$ cat config.mk
export PLATFORM = sky130hd
export DESIGN_NAME = matrix_keypad_scanner
export DESIGN_NICKNAME = d
export VERILOG_FILES = /design/src/hw/rtl/kps_pkg.sv /design/src/hw/rtl/kps_cfg.sv /design/src/hw/rtl/kps_fsm.sv /design/src/hw/rtl/matrix_keypad_scanner.sv
export SDC_FILE = /design/constraint.sdc
export NUM_CORES = 1
export LEC_CHECK = 0
export BUFFER_PORTS_ARGS = -buffer_cell sky130_fd_sc_hd__buf_4
export CAP_MARGIN = 20
export CORE_UTILIZATION = 35
export CTS_BUF_LIST = sky130_fd_sc_hd__clkbuf_8
export DETAILED_ROUTE_END_ITERATION = 7
export PLACE_DENSITY = 0.58
export SLEW_MARGIN = 10
export SYNTH_ARGS = -nofsm -noshare
export SYNTH_HDL_FRONTEND = slang
export SYNTH_SLANG_ARGS = --single-unit
$ cat constraint.sdc
create_clock -name clk -period 5.25 [get_ports clk]
set_clock_uncertainty 0.2 [all_clocks]
set_input_delay 0.7875 -clock clk [delete_from_list [all_inputs] [get_ports clk]]
set_output_delay 0.7875 -clock clk [all_outputs]
set_load 0.02 [all_outputs]
$ cat src/hw/rtl/kps_pkg.sv
// Package for the matrix keypad scanner: configuration and result structures,
// register indexes, reset values and the key remapping function.
// Depends on nothing; kps_cfg, kps_fsm and the top level refer to it.
`default_nettype none

package kps_pkg;

	localparam int DEF_MAX_ROWS = 4;
	localparam int DEF_MAX_COLS = 4;
	localparam int TICK_W       = 16;
	localparam int CFG_IDX_W    = 3;
	localparam int CFG_DATA_W   = 16;

	localparam logic [CFG_IDX_W-1:0] REG_ROWS     = 3'd0;
	localparam logic [CFG_IDX_W-1:0] REG_COLS     = 3'd1;
	localparam logic [CFG_IDX_W-1:0] REG_LAYOUT   = 3'd2;
	localparam logic [CFG_IDX_W-1:0] REG_LEVEL    = 3'd3;
	localparam logic [CFG_IDX_W-1:0] REG_DEBOUNCE = 3'd4;
	localparam logic [CFG_IDX_W-1:0] REG_GAP      = 3'd5;

	localparam logic [1:0] LAYOUT_RAW   = 2'd0;
	localparam logic [1:0] LAYOUT_PHONE = 2'd1;
	localparam logic [1:0] LAYOUT_CALC  = 2'd2;

	localparam logic [2:0]        RST_ROWS     = 3'd4;
	localparam logic [2:0]        RST_COLS     = 3'd4;
	localparam logic [1:0]        RST_LAYOUT   = LAYOUT_CALC;
	localparam logic              RST_LEVEL    = 1'b0;
	localparam logic [TICK_W-1:0] RST_DEBOUNCE = 16'd20;
	localparam logic [TICK_W-1:0] RST_GAP      = 16'd5;

	localparam logic [7:0] CH_STAR    = 8'd42;
	localparam logic [7:0] CH_HASH    = 8'd35;
	localparam logic [7:0] CH_PERCENT = 8'd37;
	localparam logic [7:0] CH_MINUS   = 8'd45;
	localparam logic [7:0] CH_EQUALS  = 8'd61;
	localparam logic [7:0] CH_PLUS    = 8'd43;
	localparam logic [7:0] CH_ENTER   = 8'd13;

	typedef struct packed {
		logic [2:0]        rows_in_use;
		logic [2:0]        cols_in_use;
		logic [1:0]        layout;
		logic              pressed_level;
		logic [TICK_W-1:0] debounce_ticks;
		logic [TICK_W-1:0] row_gap_ticks;
	} kps_cfg_t;

	typedef struct packed {
		logic [7:0] key_code;
		logic       key_valid;
		logic [1:0] row_index;
		logic       row_drive_on;
	} kps_result_t;

	localparam logic [7:0] CALC_MAP [16] = '{
		8'd7, 8'd8, 8'd9, CH_PERCENT,
		8'd4, 8'd5, 8'd6, CH_STAR,
		8'd1, 8'd2, 8'd3, CH_MINUS,
		CH_ENTER, 8'd0, CH_EQUALS, CH_PLUS
	};

	function automatic logic [7:0] map_key(input logic [1:0] layout, input logic [7:0] n);
		logic [7:0] code;
		logic [7:0] nm1;
		code = n;
		nm1  = n - 8'd1;
		case (layout)
			LAYOUT_PHONE: begin
				if (n == 8'd10) code = CH_STAR;
				else if (n == 8'd11) code = 8'd0;
				else if (n == 8'd12) code = CH_HASH;
			end
			LAYOUT_CALC: begin
				if (n >= 8'd1 && n <= 8'd16) code = CALC_MAP[nm1[3:0]];
			end
			default: code = n;
		endcase
		return code;
	endfunction

endpackage

`default_nettype wire

$ cat src/hw/rtl/kps_cfg.sv
// Configuration register file of the keypad scanner.
// Written through a plain write port; uses kps_pkg for indexes and reset values.
`default_nettype none

module kps_cfg (
	input  wire logic                            clk,
	input  wire logic                            arst_n,
	input  wire logic                            cfg_we,
	input  wire logic [kps_pkg::CFG_IDX_W-1:0]   cfg_index,
	input  wire logic [kps_pkg::CFG_DATA_W-1:0]  cfg_data,
	output kps_pkg::kps_cfg_t                    cfg
);

	kps_pkg::kps_cfg_t cfg_q;

	always_ff @(posedge clk or negedge arst_n) begin
		if (!arst_n) begin
			cfg_q.rows_in_use    <= kps_pkg::RST_ROWS;
			cfg_q.cols_in_use    <= kps_pkg::RST_COLS;
			cfg_q.layout         <= kps_pkg::RST_LAYOUT;
			cfg_q.pressed_level  <= kps_pkg::RST_LEVEL;
			cfg_q.debounce_ticks <= kps_pkg::RST_DEBOUNCE;
			cfg_q.row_gap_ticks  <= kps_pkg::RST_GAP;
		end else if (cfg_we) begin
			case (cfg_index)
				kps_pkg::REG_ROWS:     cfg_q.rows_in_use    <= cfg_data[2:0];
				kps_pkg::REG_COLS:     cfg_q.cols_in_use    <= cfg_data[2:0];
				kps_pkg::REG_LAYOUT:   cfg_q.layout         <= cfg_data[1:0];
				kps_pkg::REG_LEVEL:    cfg_q.pressed_level  <= cfg_data[0];
				kps_pkg::REG_DEBOUNCE: cfg_q.debounce_ticks <= cfg_data;
				kps_pkg::REG_GAP:      cfg_q.row_gap_ticks  <= cfg_data;
				default: ;
			endcase
		end
	end

	assign cfg = cfg_q;

endmodule

`default_nettype wire

$ cat src/hw/rtl/kps_fsm.sv
// Scan state machine of the keypad scanner: one step per accepted tick,
// registering the state and the result of that tick. Uses kps_pkg.
`default_nettype none

module kps_fsm #(
	parameter int MAX_ROWS = kps_pkg::DEF_MAX_ROWS,
	parameter int MAX_COLS = kps_pkg::DEF_MAX_COLS,
	parameter int ROW_W    = 2
) (
	input  wire logic          clk,
	input  wire logic          arst_n,
	input  wire logic          step,
	input  wire logic [3:0]    levels,
	input  kps_pkg::kps_cfg_t  cfg,
	output kps_pkg::kps_result_t result
);

	localparam int COL_CAP = (MAX_COLS < 4) ? MAX_COLS : 4;

	typedef enum logic [1:0] {
		PH_SCAN,
		PH_DEBOUNCE,
		PH_WAIT,
		PH_GAP
	} phase_t;

	phase_t                        phase_q;
	logic [ROW_W-1:0]              row_q;
	logic [1:0]                    hit_q;
	logic [kps_pkg::TICK_W-1:0]    tick_q;
	kps_pkg::kps_result_t          result_q;

	logic [3:0]                    eff_rows;
	logic [2:0]                    eff_cols;
	logic [ROW_W-1:0]              row_cur;
	logic [ROW_W:0]                row_inc;
	logic [ROW_W-1:0]              row_next;
	logic                          hit;
	logic [1:0]                    hit_col;
	logic                          released;
	logic [kps_pkg::TICK_W-1:0]    tick_dec;
	logic [7:0]                    key_num;
	logic                          drive_on;
	logic                          key_fire;
	logic [7:0]                    key_code_d;

	always_comb begin
		eff_rows = {1'b0, cfg.rows_in_use};
		if (eff_rows == 4'd0) eff_rows = 4'd1;
		if (eff_rows > 4'(MAX_ROWS)) eff_rows = 4'(MAX_ROWS);

		eff_cols = cfg.cols_in_use;
		if (eff_cols == 3'd0) eff_cols = 3'd1;
		if (eff_cols > 3'(COL_CAP)) eff_cols = 3'(COL_CAP);

		row_cur = row_q;
		if (phase_q == PH_SCAN && 4'(row_q) >= eff_rows) row_cur = '0;

		row_inc  = (ROW_W+1)'(row_cur) + (ROW_W+1)'(1);
		row_next = (4'(row_inc) >= eff_rows) ? '0 : row_inc[ROW_W-1:0];

		hit     = 1'b0;
		hit_col = 2'd0;
		for (int c = 0; c < 4; c++) begin
			if (!hit && 3'(c) < eff_cols && levels[c] == cfg.pressed_level) begin
				hit     = 1'b1;
				hit_col = 2'(c);
			end
		end

		released = (levels[hit_q] != cfg.pressed_level);
		tick_dec = tick_q - kps_pkg::TICK_W'(1);
		key_num  = 8'(row_q) * 8'(eff_cols) + 8'(hit_q) + 8'd1;

		drive_on   = (phase_q != PH_GAP);
		key_fire   = (phase_q == PH_WAIT) && released;
		key_code_d = key_fire ? kps_pkg::map_key(cfg.layout, key_num) : 8'd0;
	end

	always_ff @(posedge clk or negedge arst_n) begin
		if (!arst_n) begin
			phase_q  <= PH_SCAN;
			row_q    <= '0;
			hit_q    <= 2'd0;
			tick_q   <= '0;
			result_q <= '0;
		end else if (step) begin
			result_q.row_drive_on <= drive_on;
			result_q.row_index    <= 2'(row_cur);
			result_q.key_valid    <= key_fire;
			result_q.key_code     <= key_code_d;
			case (phase_q)
				PH_SCAN: begin
					if (hit) begin
						row_q   <= row_cur;
						hit_q   <= hit_col;
						tick_q  <= cfg.debounce_ticks;
						phase_q <= (cfg.debounce_ticks == '0) ? PH_WAIT : PH_DEBOUNCE;
					end else if (cfg.row_gap_ticks == '0) begin
						row_q   <= row_next;
						phase_q <= PH_SCAN;
					end else begin
						row_q   <= row_cur;
						tick_q  <= cfg.row_gap_ticks;
						phase_q <= PH_GAP;
					end
				end
				PH_DEBOUNCE: begin
					tick_q <= tick_dec;
					if (tick_dec == '0) phase_q <= PH_WAIT;
				end
				PH_WAIT: begin
					if (released) begin
						row_q   <= '0;
						phase_q <= PH_SCAN;
					end
				end
				PH_GAP: begin
					tick_q <= tick_dec;
					if (tick_dec == '0) begin
						row_q   <= row_next;
						phase_q <= PH_SCAN;
					end
				end
				default: phase_q <= PH_SCAN;
			endcase
		end
	end

	assign result = result_q;

endmodule

`default_nettype wire

$ cat src/hw/rtl/matrix_keypad_scanner.sv
// Top level of the matrix keypad scanner: input register, scan state machine,
// configuration registers and output register. Uses kps_pkg, kps_cfg, kps_fsm.
//
// The input stream carries one transaction per scan tick (about 1 ms), holding
// the sampled column levels. Every input transaction yields exactly one output
// transaction: whether a row is driven, which row, and on the release of a
// captured key a valid flag with the mapped key code (zero otherwise).
// The row and column counts, key layout, pressed level, debounce length and
// row gap are set through the write port; the user must write them only while
// the block is idle; the block itself does not enforce this. A tick is taken
// into the input register, and when the state machine steps, the result lands
// in the output register. Throughput is one tick per cycle while the receiver
// does not stall, set by the single state machine step between the registers.
// When the receiver stalls, the output register holds its result and the
// input register still takes one more tick; input ready then falls until the
// output is taken. Reset clears all state: scanning starts at row 0 and the
// configuration returns to four rows, four columns, calculator layout, active
// low, debounce 20 and gap 5.
`default_nettype none

module matrix_keypad_scanner #(
	parameter int MAX_ROWS = kps_pkg::DEF_MAX_ROWS,
	parameter int MAX_COLS = kps_pkg::DEF_MAX_COLS
) (
	input  wire logic                            clk,
	input  wire logic                            arst_n,
	input  wire logic                            s_tvalid,
	output      logic                            s_tready,
	input  wire logic [7:0]                      s_tdata,   // [3:0] column_levels
	output      logic                            m_tvalid,
	input  wire logic                            m_tready,
	// [0] row_drive_on, [2:1] row_index, [3] key_valid, [11:4] key_code
	output      logic [15:0]                     m_tdata,
	input  wire logic                            cfg_we,
	input  wire logic [kps_pkg::CFG_IDX_W-1:0]   cfg_index,
	input  wire logic [kps_pkg::CFG_DATA_W-1:0]  cfg_data
);

	localparam int ROW_W = (MAX_ROWS > 1) ? $clog2(MAX_ROWS) : 1;

	logic                  valid_s1;
	logic [3:0]            levels_s1;
	logic                  m_valid_q;
	logic                  advance;
	logic                  step;
	kps_pkg::kps_cfg_t     cfg;
	kps_pkg::kps_result_t  result;

	assign advance  = !m_valid_q || m_tready;
	assign s_tready = !valid_s1 || advance;
	assign step     = valid_s1 && advance;

	always_ff @(posedge clk or negedge arst_n) begin
		if (!arst_n) begin
			valid_s1  <= 1'b0;
			levels_s1 <= 4'd0;
			m_valid_q <= 1'b0;
		end else begin
			if (s_tready) begin
				valid_s1  <= s_tvalid;
				levels_s1 <= s_tdata[3:0];
			end
			if (advance) m_valid_q <= valid_s1;
		end
	end

	kps_cfg u_cfg (
		.clk       (clk),
		.arst_n    (arst_n),
		.cfg_we    (cfg_we),
		.cfg_index (cfg_index),
		.cfg_data  (cfg_data),
		.cfg       (cfg)
	);

	kps_fsm #(
		.MAX_ROWS (MAX_ROWS),
		.MAX_COLS (MAX_COLS),
		.ROW_W    (ROW_W)
	) u_fsm (
		.clk    (clk),
		.arst_n (arst_n),
		.step   (step),
		.levels (levels_s1),
		.cfg    (cfg),
		.result (result)
	);

	assign m_tvalid = m_valid_q;
	assign m_tdata  = {4'b0000, result.key_code, result.key_valid,
		result.row_index, result.row_drive_on};

endmodule

`default_nettype wire

* Word level (Yosys, flattened, before mapping) *
Memories as Yosys holds them, arrays and structs flattened.
Cells that the tools add are included.

word-level totals
  output and inout port bits = 18
  bits in read-only memories = 128
  register bits after elaboration = 81
  logic and storage cells = 135
  input port bits = 32
  memories = 1

memory list
  memory            words  bits a word  rd ports  clocked after memory_dff  wr ports  RTL line       source
  (name not given)  16     8            1         0                         0         kps_pkg.sv:75  if (n >= 8'd1 && n <= 8'd16) code = CALC_MAP[nm1[3:0]];

operators by class
  muxes and demuxes = 37
  bitwise logic cells = 1
  $mul = 1
  order comparisons = 12
  equal/unequal tests = 23
  reduce and logical (&&, ||, !) cells = 38
  add/sub/neg operators = 5

operators with widths
  kind                   count
  $mux 8                 7
  $logic_not 16->1       3
  $mux 16                2
  $pmux 16 s2            1
  $mux 2                 13
  $eq 8x4->1 const B     3
  $pmux 8 s2             1
  $sub 16x1->16 const B  1
  $reduce_and 2->1       6
  $logic_and 1x1->1      11
  $logic_not 3->1        3
  $mux 3                 3
  $ge 8x1->1 const B     1
  $le 8x5->1 const B     1
  $pmux 2 s4             1
  $reduce_and 4->1       2
  $add 6x1->7 const B    1
  $add 5x2->6            1
  $eq 2x2->1 const B     3
  $eq 3x2->1 const B     2
  $eq 3x3->1 const B     2
  $gt 3x3->1 const B     2
  $lt 1x3->1 const A     2
  $lt 2x3->1 const A     2
  other kinds (26)       43

* Logic depth before layout (Yosys ltp) *
Gate-level depths: netlist of the first run.

  word-level depth = 21
  gate-level depth with buffers = 14
  gate-level depth less buffers = 14

* By module *
From an unflattened synthesis of the first run, not the netlist that was laid out.

second synthesis, totals
  cells, all modules = 548
  area total of the unflattened synthesis = 5437.7 µm²

modules (own cells, without submodules)
  module                 instances  area each (µm²)  cells each  seq. area each (µm²)
  kps_fsm                1          3549.7           437         800.8
  kps_cfg                1          1597.8           91          1034.7
  matrix_keypad_scanner  1          290.3            20          150.1

* Worst setup path before layout of the first run *
Ideal clock, no wire load.

  path kind = register -> register
  start = register u_cfg.cfg_q (netlist bit u_cfg.cfg[37])
  end = register u_fsm.result_q (netlist bit u_fsm.result[7])
  arrival time = 3.592 ns
  path buffers = 1
  stages on the path, launching flop included = 14
  clock period less this slack = 3.916 ns
  data required time = 4.926 ns
  path slack = 1.334 ns
  library setup time = 0.124 ns
  path through = dfstp_2 -> clkbuf_1 -> a21oi_1 -> and2_1 -> fa_1 -> inv_1 -> fa_1 -> inv_1 -> ha_1 -> or3_1 -> a211o_1 -> a21oi_1 -> a211oi_1 -> a211o_1

on the way
  cells in the longest elaborated chain, start to end = 15
  elaborated cells between the ends (all ways) = 24
  those cells by class = add/sub: 3; mul: 1; order compare: 3; eq/ne: 3; mux: 10; bitwise: 1; reduce/logical: 2; memory: 1

RTL lines
  element                                     RTL line       source
  from (decl)                                 kps_cfg.sv:14  kps_pkg::kps_cfg_t cfg_q;
  $logic_not 3->1                             kps_fsm.sv:53  if (eff_cols == 3'd0) eff_cols = 3'd1;
  $mux 3 *                                    kps_fsm.sv:53
  $gt 3x3->1                                  kps_fsm.sv:54  if (eff_cols > 3'(COL_CAP)) eff_cols = 3'(COL_CAP);
  $mux 3 *                                    kps_fsm.sv:54
  $mul 2x3->5 *                               kps_fsm.sv:73  key_num = 8'(row_q) * 8'(eff_cols) + 8'(hit_q) + 8'd1;
  $add 5x2->6 *                               kps_fsm.sv:73
  $add 6x1->7 *                               kps_fsm.sv:73
  $sub 4x1->4                                 kps_pkg.sv:67  nm1 = n - 8'd1;
  $not 4->5 (implied by the code)             kps_pkg.sv:75
  $mem_v2 16x8                                --
  $mux 8 (implied by the code) (2 in series)  kps_pkg.sv:75
  $mux 8                                      kps_pkg.sv:75
  $pmux 8 s2 *                                kps_pkg.sv:68  case (layout)
  $mux 8 *                                    kps_fsm.sv:77  key_code_d = key_fire ? kps_pkg::map_key(cfg.layout, key_num) : 8'd0;
  to (decl)                                   kps_fsm.sv:31  kps_pkg::kps_result_t result_q;

Mark *: on every way between the ends. The rest lies on a longest branch, timed or not. The select of a mux whose other input is x is not followed.
A chain may end at the register's enable or synchronous reset.

* Worst setup path after layout of the first run *
Same ends and word-level chain as after synthesis.

==> results of run 1 <==
[worst paths after layout]
| kind | start | depth (start not counted) | to | slack, ps |
|---|---|---|---|---|
| worst max-delay path | u_cfg.cfg[37]$_DFFE_PN1P_ | 11 | u_fsm.result[7]$_DFFE_PN0P_ | 780 |
| worst max register to register | u_cfg.cfg[37]$_DFFE_PN1P_ | 11 | u_fsm.result[7]$_DFFE_PN0P_ | 780 |
| max in group asynchronous | arst_n | 2 | u_cfg.cfg[40]$_DFFE_PN1P_ | 4130 |
| worst min-delay path | arst_n | 1 | u_fsm.phase_q[1]$_DFFE_PN0P_ | 80 |
| worst min register to register | u_fsm.result[3]$_DFFE_PN0P_ | 2 | u_fsm.result[3]$_DFFE_PN0P_ | 280 |
| min in group clk | u_fsm.result[3]$_DFFE_PN0P_ | 2 | u_fsm.result[3]$_DFFE_PN0P_ | 280 |
[synth_stat cells (10+ instances only)]
cell type,count
dfrtp_1,72
mux2_2,46
nand2_1,41
inv_1,29
a21oi_1,23
o21ai_0,23
ha_1,22
mux2i_1,22
nor3_1,19
nor2_1,18
clkbuf_1,15
nor4_1,12
nand2b_1,11
nand3_1,10
nand4_1,10
[metrics by stage]
step | worst slack [ps] | power, µW | area, µm² | util, %
finish | 780.7 | 1991 | 5913 | 40.38
global route | 494.5 | 2122 | 5913 | 40.38
CTS | 792.7 | 1996 | 5886 | 40.19
detailed placement | 830.5 | 1566 | 5703 | 38.94
global placement | 935.4 | 1547 | 5703 | 38.94
floorplan | 1334 | 1367 | 5326 | -
[placed cells by master (no fill, tap or decap), types with 6 or more instances in the layout]
cell	synthesis	layout
nand2_1	41	41
and2_1	9	9
a31oi_1	7	7
nor3_1	19	19
clkbuf_8	1	10
o21ai_0	23	23
nand4_1	10	10
a21oi_1	23	23
inv_1	29	30
mux2_2	46	46
nor4_1	12	12
nand3_1	10	10
buf_4	7	43
o31ai_1	8	8
nand2b_1	11	11
mux2i_1	22	22
dfrtp_1	72	72
dfstp_2	7	7
ha_1	22	22
conb_1	1	6
nor2_1	18	18
[cell type report]
cell class / instances / share of cell area [%]
multi-input cells: 401 / 51.59
flip-flops and latches: 79 / 33.58
repair buffers: 44 / 5.925
well taps: 184 / 3.893
clock buffers: 10 / 2.328
inverters: 30 / 1.926
clock inverters: 6 / 0.7617
[sequential cells by signal, indices dropped and copies added (netlist names)]
| signal | cells |
|---|---|
| u_fsm.phase_q | 2 |
| u_fsm.hit_q | 2 |
| m_tvalid | 1 |
| valid_s1 | 1 |
| levels_s1 | 4 |
| u_fsm.row_q | 2 |
| u_fsm.result | 10 |
| u_cfg.cfg | 41 |
| u_fsm.tick_q | 16 |
[power by group]
group	total (µW)	internal, µW	switching (µW)	leakage, µW
clock network	427	186	240	0.0000903
registers	816	710	107	0.000940
logic	748	324	424	0.00155
[kinds of logic (layout without fill, tap and decap cells)]
family                     Yosys count  after routing
other                                1              6
xor gates and xnor gates            10             10
muxes                               69             69
AOI/OAI and AO/OA                  129            129
adders and majority gates           24             24
and+or+nand+nor                    163            163
DFF                                 79             79
buffers and inverters               61             90
[routing by layer]
metal | GRT usage [%] | vias to the layer above
met5 | 0 | -
met4 | 5.165 | 0
met3 | 2.995 | 10
met2 | 25.96 | 106
met1 | 25.01 | 2110
li1 | - | 2053
==> impl_metrics.ini, run 1 <==
[routing]
met3WireLength_um = 441
vias = 4279
top_layer = met4
dr_wl_met2_mm = 5.776
drc = 0
drt_pass1_iterations = 7
drt-total-wl_mm = 13.05
routedWlPerCell_um = 17.31
detail-route-antenna-nets = 0
wl_met1_mm = 6.711
drtIter0Drc = 275
viasPerCell = 5.675

[sta]
slew_violations = 0
final-setup-viol-count = 0
worst_pin_slew_ps = 1010
min_period_ps = 4469
relSlewSlack_pct = 32.67
fmax_mhz = 223.7
tns_ps = 0
hold_ws_ps = 84.88
post-route-period-util_pct = 85.13
finalHoldViolations = 0
grt_setup_unrepaired = false

[clocking]
insertion_delay_ps = 360
hold_buffers = 0
htreeDepth = 3
cts_setup_buffers = 0
cts_resized = 0
cts_buffers = 9
cts_max_path_buffers = 2
clk_pin_slew_worst_paths_ps = 90
cts_tree = done
cts-root-buf = clkbuf_8
clock_sinks = 79

[placed_design]
dp_hpwl_mm = 9.676
dp_cells = 737
port_buffers = 39
gp_congestion = 0.8600

[floorplanning]
die_x_um = 125.1
chipHeight_um = 125.1
initial_core_util_pct = 36.24
core-area_um2 = 14640
row_count = 44
fp.dieArea_um2 = 15660
pin_count = 50

[worst_setup_path]
cp.arrival_ps = 4520
critPathMaxFanout = 11
critPathSlowestCell = fa_1
crit_top_cell = fa_1
path_cells = a21oi_1 -> and2_1 -> fa_1 -> inv_1 -> fa_1 -> ha_1 -> or2b_2 -> a2111oi_0 -> a2111o_1 -> a2111oi_4 -> a211o_1
crit_buf_inv = 1
crit_path_max_incr_delay_ps = 690
worstPathRequired_ps = 5300
worstSetupStartpointType = flip-flop
cp-end-kind = flip-flop
cp_top_family = adder cells
path_class = reg2reg

[flow_run]
max_cap_viol_count = 0

[min_path]
hold_path.class = in2async

[status]
status = completed

[synthesis]
ys_seq_area_share_pct = 37.41
synth-simple-area-share_pct = 17.00
netlist_instances = 536
synthMuxAreaShare_pct = 14.33
synth.largest_area_cell = dfrtp_1
synthArstFlopShare_pct = 100.0
ys.flop_type = dfrtp_1
synth_top_area_share_pct = 33.95
ys_ff_latch = 79
synth_compound_area_share_pct = 17.77
syn_area_um2 = 5308
synthAdderAreaFrac_pct = 5.941
synth_edf_count = 0
synth_top_family_by_area = compound AO/OA/AOI/OAI gates
yosys_warnings = 0
ys_types = 79
synth_xor_area_share_pct = 1.909
synth.area.top_cells = dfrtp_1 34%, mux2_2 9.8%, ha_1 5.2%, mux2i_1 4.1%, dfstp_2 3.5%
syn_area_per_cell_um2 = 9.902

[grt]
grt_overflow_total = 0
grt_start_max_net_pins = 80
grt_usage_pct = 17.19
grt_antenna_before_repair = 0
grt_pass1_vias = 4139
grt_pass1_wl_mm = 21.47

[finish]
antennaDiodeCount = 0
drive_above_1_share_pct = 23.16
fin_nets = 621
fillers = 1456
stdcell_count = 754
multi_input_comb_area_um2 = 3050
seqCellArea_um2 = 1986
syn_to_final_growth_pct = 11.41

[pwr]
leakage_uw = 0.002575
ir_drop_mv = 0.1394
power_density_nw_per_um2 = 336.6
(Power assumes the default switching activity.)
==> run 2, diff against run 1 <==
ABC_AREA = 1   (was default)
==> run 2 against run 1 <==
Power increased by 60%; routed wire length is 6.8% lower; count of clock-buffer cells in the layout up 1; worst setup slack gained 910 ps; worst hold slack worse by 24 ps; largest cell class unchanged; largest power group is now combinational logic; highest routed layer unchanged.
==> impl_metrics.ini, run 2 <==
[status]
status = completed

[synthesis]
yosysMostFrequentCell = nand2_1
synth_top_area_share_pct = 35.39
synth.largest_area_cell = dfrtp_1
netlist_instances = 714
synthArstFlopShare_pct = 100.0
ys_ff_latch = 79
yosys_warnings = 0
synth_edf_count = 0
syn_area_um2 = 5091
ys_top_cells_by_count = 225 x nand2_1, 87 x inv_1, 84 x o21ai_0
synth.area.top_cells = dfrtp_1 35%, nand2_1 17%, o21ai_0 8.3%, inv_1 6.4%, ha_1 5.4%
syn_area_per_cell_um2 = 7.130
ys_seq_area_share_pct = 39.00
ys_types = 43
ys.flop_type = dfrtp_1

[clocking]
cts_tree = done
cts_buffers = 9
cts_setup_buffers = 0
insertion_delay_ps = 370
cts_resized = 0
htreeDepth = 3
cts_max_path_buffers = 2
hold_buffers = 0
clock_sinks = 79
clk_pin_slew_worst_paths_ps = 90
cts-root-buf = clkbuf_8

[sta]
min_period_ps = 3561
grt_setup_unrepaired = false
worst_pin_slew_ps = 940.9
post-route-period-util_pct = 67.83
tns_ps = 0
slew_violations = 0
finalHoldViolations = 0
final-setup-viol-count = 0
fmax_mhz = 280.8
relSlewSlack_pct = 37.12

[worst_setup_path]
crit_buf_inv = 3
path_cells = inv_1 -> o21ai_0 -> nor2_1 -> fa_1 -> inv_1 -> fa_1 -> inv_1 -> ha_1 -> nor2_1 -> nand2_2 -> o21ai_1 -> nand2_1 -> o21ai_1 -> nand2_1 -> nand3_1 -> nand2_1 -> nand3_1 -> nand2_1
cp.depth = 18
r2r-start = u_cfg.cfg[37]$_DFFE_PN1P_
r2r_setup_slack_ps = 1690
crit_path_max_incr_delay_ps = 580
worstSetupStartpointType = flip-flop
cp_top_family = adder cells
cp.arrival_ps = 3620
worstPathRequired_ps = 5310
ff2ff_path_depth = 18
timing.rr.end = u_fsm.result[7]$_DFFE_PN0P_
critPathMaxFanout = 7
critPathSlowestCell = dfstp_2
cp-end-kind = flip-flop
crit_top_cell = nand2_1
path_class = reg2reg

[grt]
grt_use_met3_pct = 2.463
grt.busiest_layer = met2
grt_antenna_before_repair = 0
grt_usage_pct = 17.48
grt_overflow_total = 0
grt_use_met2_pct = 26.26
grt_pass1_wl_mm = 20.41
grt_start_max_net_pins = 80
use_met1_pct = 24.77
grt_pass1_vias = 4266

[pwr]
finalPower_uw = 3195
leakage_uw = 0.002935
power_density_nw_per_um2 = 554.5
ir_drop_mv = 0.1876

[floorplanning]
pin_count = 50
die_x_um = 122.6
initial_core_util_pct = 36.26
fp.dieArea_um2 = 15030
row_count = 43
chipHeight_um = 122.6
core-area_um2 = 14040

[finish]
drive_above_1_share_pct = 11.30
multi_input_comb_area_um2 = 2651
final_common_cell = nand2_1
seqCellArea_um2 = 1986
stdcell_count = 932
fillers = 1423
fin_nets = 803
syn_to_final_growth_pct = 13.17
design_area_um2 = 5762
layout_common_cells = 225 x nand2_1, 88 x inv_1, 84 x o21ai_0
antennaDiodeCount = 0
largest_reg_flops = 41

[routing]
drtIter0Drc = 254
vias = 4571
detail-route-antenna-nets = 0
routedWlPerCell_um = 13.05
drt_pass1_iterations = 5
viasPerCell = 4.905
drc = 0
drt-total-wl_mm = 12.16

[min_path]
hold_path.class = in2async

[placed_design]
port_buffers = 39
place_area_um2 = 5503
dp_cells = 915
gp_congestion = 0.8523
dp_hpwl_mm = 9.002

[flow_run]
max_cap_viol_count = 0
[run 2: cell types whose count changed after synthesis, sizes merged, moves of 13 or more]
cell | previous run | this run
mux2i | 22 | 0
mux2 | 46 | 2
nor3 | 20 | 7
nand2 | 42 | 230
o21ai | 26 | 93
inv | 29 | 92
nor2 | 18 | 60
nand3 | 10 | 37
[run 2: worst max path at each step]
stage	start	endpoint	slack, ps
4_1_cts	u_cfg.cfg[37]$_DFFE_PN1P_	u_fsm.result[7]$_DFFE_PN0P_	1690
3_3_place_gp	u_cfg.cfg[37]$_DFFE_PN1P_	u_fsm.result[7]$_DFFE_PN0P_	1710
3_5_place_dp	u_cfg.cfg[37]$_DFFE_PN1P_	u_fsm.result[7]$_DFFE_PN0P_	1710
6_report	u_cfg.cfg[37]$_DFFE_PN1P_	u_fsm.result[7]$_DFFE_PN0P_	1690
5_1_grt	u_cfg.cfg[37]$_DFFE_PN1P_	u_fsm.result[6]$_DFFE_PN0P_	1430
2_1_floorplan	u_cfg.cfg[37]$_DFFE_PN1P_	u_fsm.result[7]$_DFFE_PN0P_	2070
[run 2: cells by family (layout without fill, tap and decap cells)]
family	Yosys count	in the layout	share of synthesized area [%]
AO/OA/AOI/OAI	138	138	14.77
XOR/XNOR	6	6	1.180
flip-flops	79	79	39.00
multiplexers	2	2	0.4423
adder cells (fa/ha/maj)	24	24	6.193
AND/OR/NAND/NOR	349	349	29.05
buffers and inverters	115	148	9.290
other	1	6	0.07366
[run 2: area by class of cell]
type | count | share of cell area (%)
clock buffer | 11 | 2.628
inverter | 92 | 6.037
multi-input combinational | 525 | 46.02
timing repair buffer | 40 | 5.559
clock inverter | 5 | 1.390
sequential | 79 | 34.46
tap | 180 | 3.909
[run 2: power breakdown]
group	total, µW	switching [µW]	internal [µW]	leakage (µW)
Combinational	1710	1110	605	0.00183
Clock	535	241	294	0.000117
Sequential	949	178	772	0.000986
Total	3190	1520	1670	0.00294
[run 2: layer usage]
| metal | share of wire, % | up-vias |
|---|---|---|
| li1 | - | 2355 |
| met1 | 51 | 2102 |
| met2 | 43 | 95 |
| met3 | 3.7 | 19 |
| met4 | 2.2 | 0 |
| met5 | 0 | - |
[run 2: stage by stage]
step	setup WS [ps]	util (%)	hold slack [ps]
after global routing	1435	41.03	61.74
after detailed placement	1709	39.19	267.3
final	1689	41.03	61.35
after global placement	1713	39.19	267.1
after floorplan	2072	-	253.0
after CTS	1689	40.84	288.7
==> run 3, diff against run 2 <==
ABC_AREA = 0   (was 1)
clock period = 3.6 ns   (was 5.25 ns; I/O delays follow)
==> run 3 against run 2 <==
The flow now finishes with violations (DRC, setup timing); final area up 13%; first-iteration DRC count increased by 5.9%; clock power grew 33%; worst setup slack got worse by 1700 ps; via count is 1.3% lower; register-to-register slack lost 1700 ps; non-clock buffer count up 51; sequential share of layout area down 4.0 points; cell count decreased by 14%; global-route usage grew 0.83 points; power increased by 1.8%; critical path depth down 5.
==> impl_metrics.ini, run 3 (same netlist as run 1, synthesis figures left out) <==
[status]
status = finished, violations left
failed_checks = DRC, setup timing

[sta]
min_period_ps = 3636
worst_pin_slew_ps = 727.1
grt_setup_unrepaired = true
relSlewSlack_pct = 51.20
finalHoldViolations = 0
final-setup-viol-count = 2
fmax_mhz = 275.0
worst_slack_ps = -36.46
post-route-period-util_pct = 101.0
slew_violations = 0

[floorplanning]
pin_count = 50
die_x_um = 125.1
initial_core_util_pct = 36.24
fp.dieArea_um2 = 15660
chipHeight_um = 125.1
core-area_um2 = 14640
row_count = 44

[routing]
drt-total-wl_mm = 13.77
viasPerCell = 5.633
detail-route-antenna-nets = 0
drc = 4
routedWlPerCell_um = 17.19
drt_pass1_iterations = 8
vias = 4512
drtIter0Drc = 269

[clocking]
clock_sinks = 79
insertion_delay_ps = 370
cts_buffers = 9
htreeDepth = 3
cts_max_path_buffers = 2
cts_tree = done
cts-root-buf = clkbuf_8
clk_pin_slew_worst_paths_ps = 90

[finish]
seqCellArea_um2 = 1986
multi_input_comb_area_um2 = 3237
final_util_pct = 44.45
drive_above_1_share_pct = 33.06
layout_common_cells = 85 x buf_4, 72 x dfrtp_1, 46 x mux2_2
fillers = 1409
antennaDiodeCount = 0
final_common_cell = buf_4
fin_nets = 668
design_area_um2 = 6510
largest_reg_flops = 41
syn_to_final_growth_pct = 22.65

[min_path]
hold_path.class = in2reg
hp-start = s_tvalid
hold_depth = 2
worst_hold_path.endpoint = valid_s1$_DFFE_PN0P_

[worst_setup_path]
cp.arrival_ps = 3690
r2r-start = u_cfg.cfg[37]$_DFFE_PN1P_
crit_path_max_incr_delay_ps = 580
worstPathRequired_ps = 3650
path_cells = a21oi_2 -> and2_4 -> fa_1 -> inv_1 -> fa_2 -> buf_12 -> inv_4 -> ha_4 -> or3_1 -> a211o_1 -> a21oi_2 -> a211oi_1 -> a211o_1
critPathSlowestCell = fa_2
r2r_setup_slack_ps = -40
timing.rr.end = u_fsm.result[7]$_DFFE_PN0P_
path_class = reg2reg
cp-end-kind = flip-flop
worstSetupStartpointType = flip-flop
critPathMaxFanout = 5
ff2ff_path_depth = 13

[grt]
grt_pass1_vias = 4477
grt_usage_pct = 18.32
grt_antenna_before_repair = 0
grt_overflow_total = 0
grt_pass1_wl_mm = 22.94
grt_start_max_net_pins = 80

[flow_run]
max_cap_viol_count = 0

[placed_design]
dp_hpwl_mm = 10.06
gp_congestion = 0.8690
place_area_um2 = 6040
port_buffers = 39

[pwr]
leakage_uw = 0.002857
power_density_nw_per_um2 = 499.6
ir_drop_mv = 0.1937
[run 3: cell types whose count changed in the layout (fill, tap and decap cells not counted), sizes merged, moves of 7 or more]
| cell | delta |
|---|---|
| nand2 | -188 |
| o21ai | -67 |
| inv | -62 |
| buf | +50 |
| mux2 | +44 |
| nor2 | -42 |
| nand3 | -27 |
| mux2i | +22 |
| nor3 | +13 |
| nand2b | +11 |
| and2 | +10 |
| nor4 | +8 |
| o31ai | +8 |
| a31oi | +7 |
[run 3: worst max-delay path by stage]
stage,start,to,depth (start not counted)
after detailed placement,u_cfg.cfg[37]$_DFFE_PN1P_,u_fsm.result[7]$_DFFE_PN0P_,12
after CTS,u_cfg.cfg[37]$_DFFE_PN1P_,u_fsm.result[7]$_DFFE_PN0P_,13
after floorplan,u_cfg.cfg[37]$_DFFE_PN1P_,u_fsm.result[7]$_DFFE_PN0P_,13
final,u_cfg.cfg[37]$_DFFE_PN1P_,u_fsm.result[7]$_DFFE_PN0P_,13
after global placement,u_cfg.cfg[37]$_DFFE_PN1P_,u_fsm.result[7]$_DFFE_PN0P_,11
after global routing,u_cfg.cfg[37]$_DFFE_PN1P_,u_fsm.result[7]$_DFFE_PN0P_,13
[run 3: timing repair]
action                     4_1_cts  5_1_grt
setup endpoints to repair        5        7
pin swaps                       10       13
hold buffers                     0        1
buffers inserted                 7        4
hold endpoints to repair         0       16
gates resized for setup         12       13
[run 3: where the power goes]
group	internal [µW]	switching (µW)	total [µW]	leakage [µW]
Clock	336	376	712	0.000108
Sequential	1030	151	1190	0.000940
Combinational	634	721	1350	0.00181
[run 3: per-layer routing]
metal  up-vias  track usage [%]  wire length (µm)
met3        22            3.166               614
met5         -                0                 0
met4         0            6.169               268
met2       123            28.13              6100
li1       2141                -                 -
met1      2226            26.03              6783
[run 3: critical path, delay by kind of cell (launching register included)]
family / cells / cell delay, ps
buffers and inverters: 3 / 240
AO/OA/AOI/OAI: 5 / 750
flip-flops: 1 / 560
AND/OR/NAND/NOR: 2 / 480
adder cells (fa/ha/maj): 3 / 1290
[run 3: area by class of cell]
cell class	instances	share of cell area [%]
Sequential cell	79	30.50
Clock inverter	7	1.345
Clock buffer	9	1.903
Inverter	30	1.787
Multi-Input combinational cell	401	49.72
Timing Repair Buffer	91	11.21
Tap cell	184	3.536
[run 3: stage by stage]
step / hold WS, ps / setup slack (ps) / TNS, ps / std cells / total power, µW
final: 178.7 / -36.46 / -65.20 / 801 / 3252
after global routing: 165.4 / -190.5 / -616.4 / 801 / 3464
after CTS: 155.1 / -87.30 / -93.05 / 795 / 3231
after detailed placement: 272.3 / -139.5 / -398.3 / 772 / 2441
after global placement: 269.9 / -61.31 / -61.31 / 772 / 2410
after floorplan: 44.41 / -3.942 / -3.942 / 541 / 2046
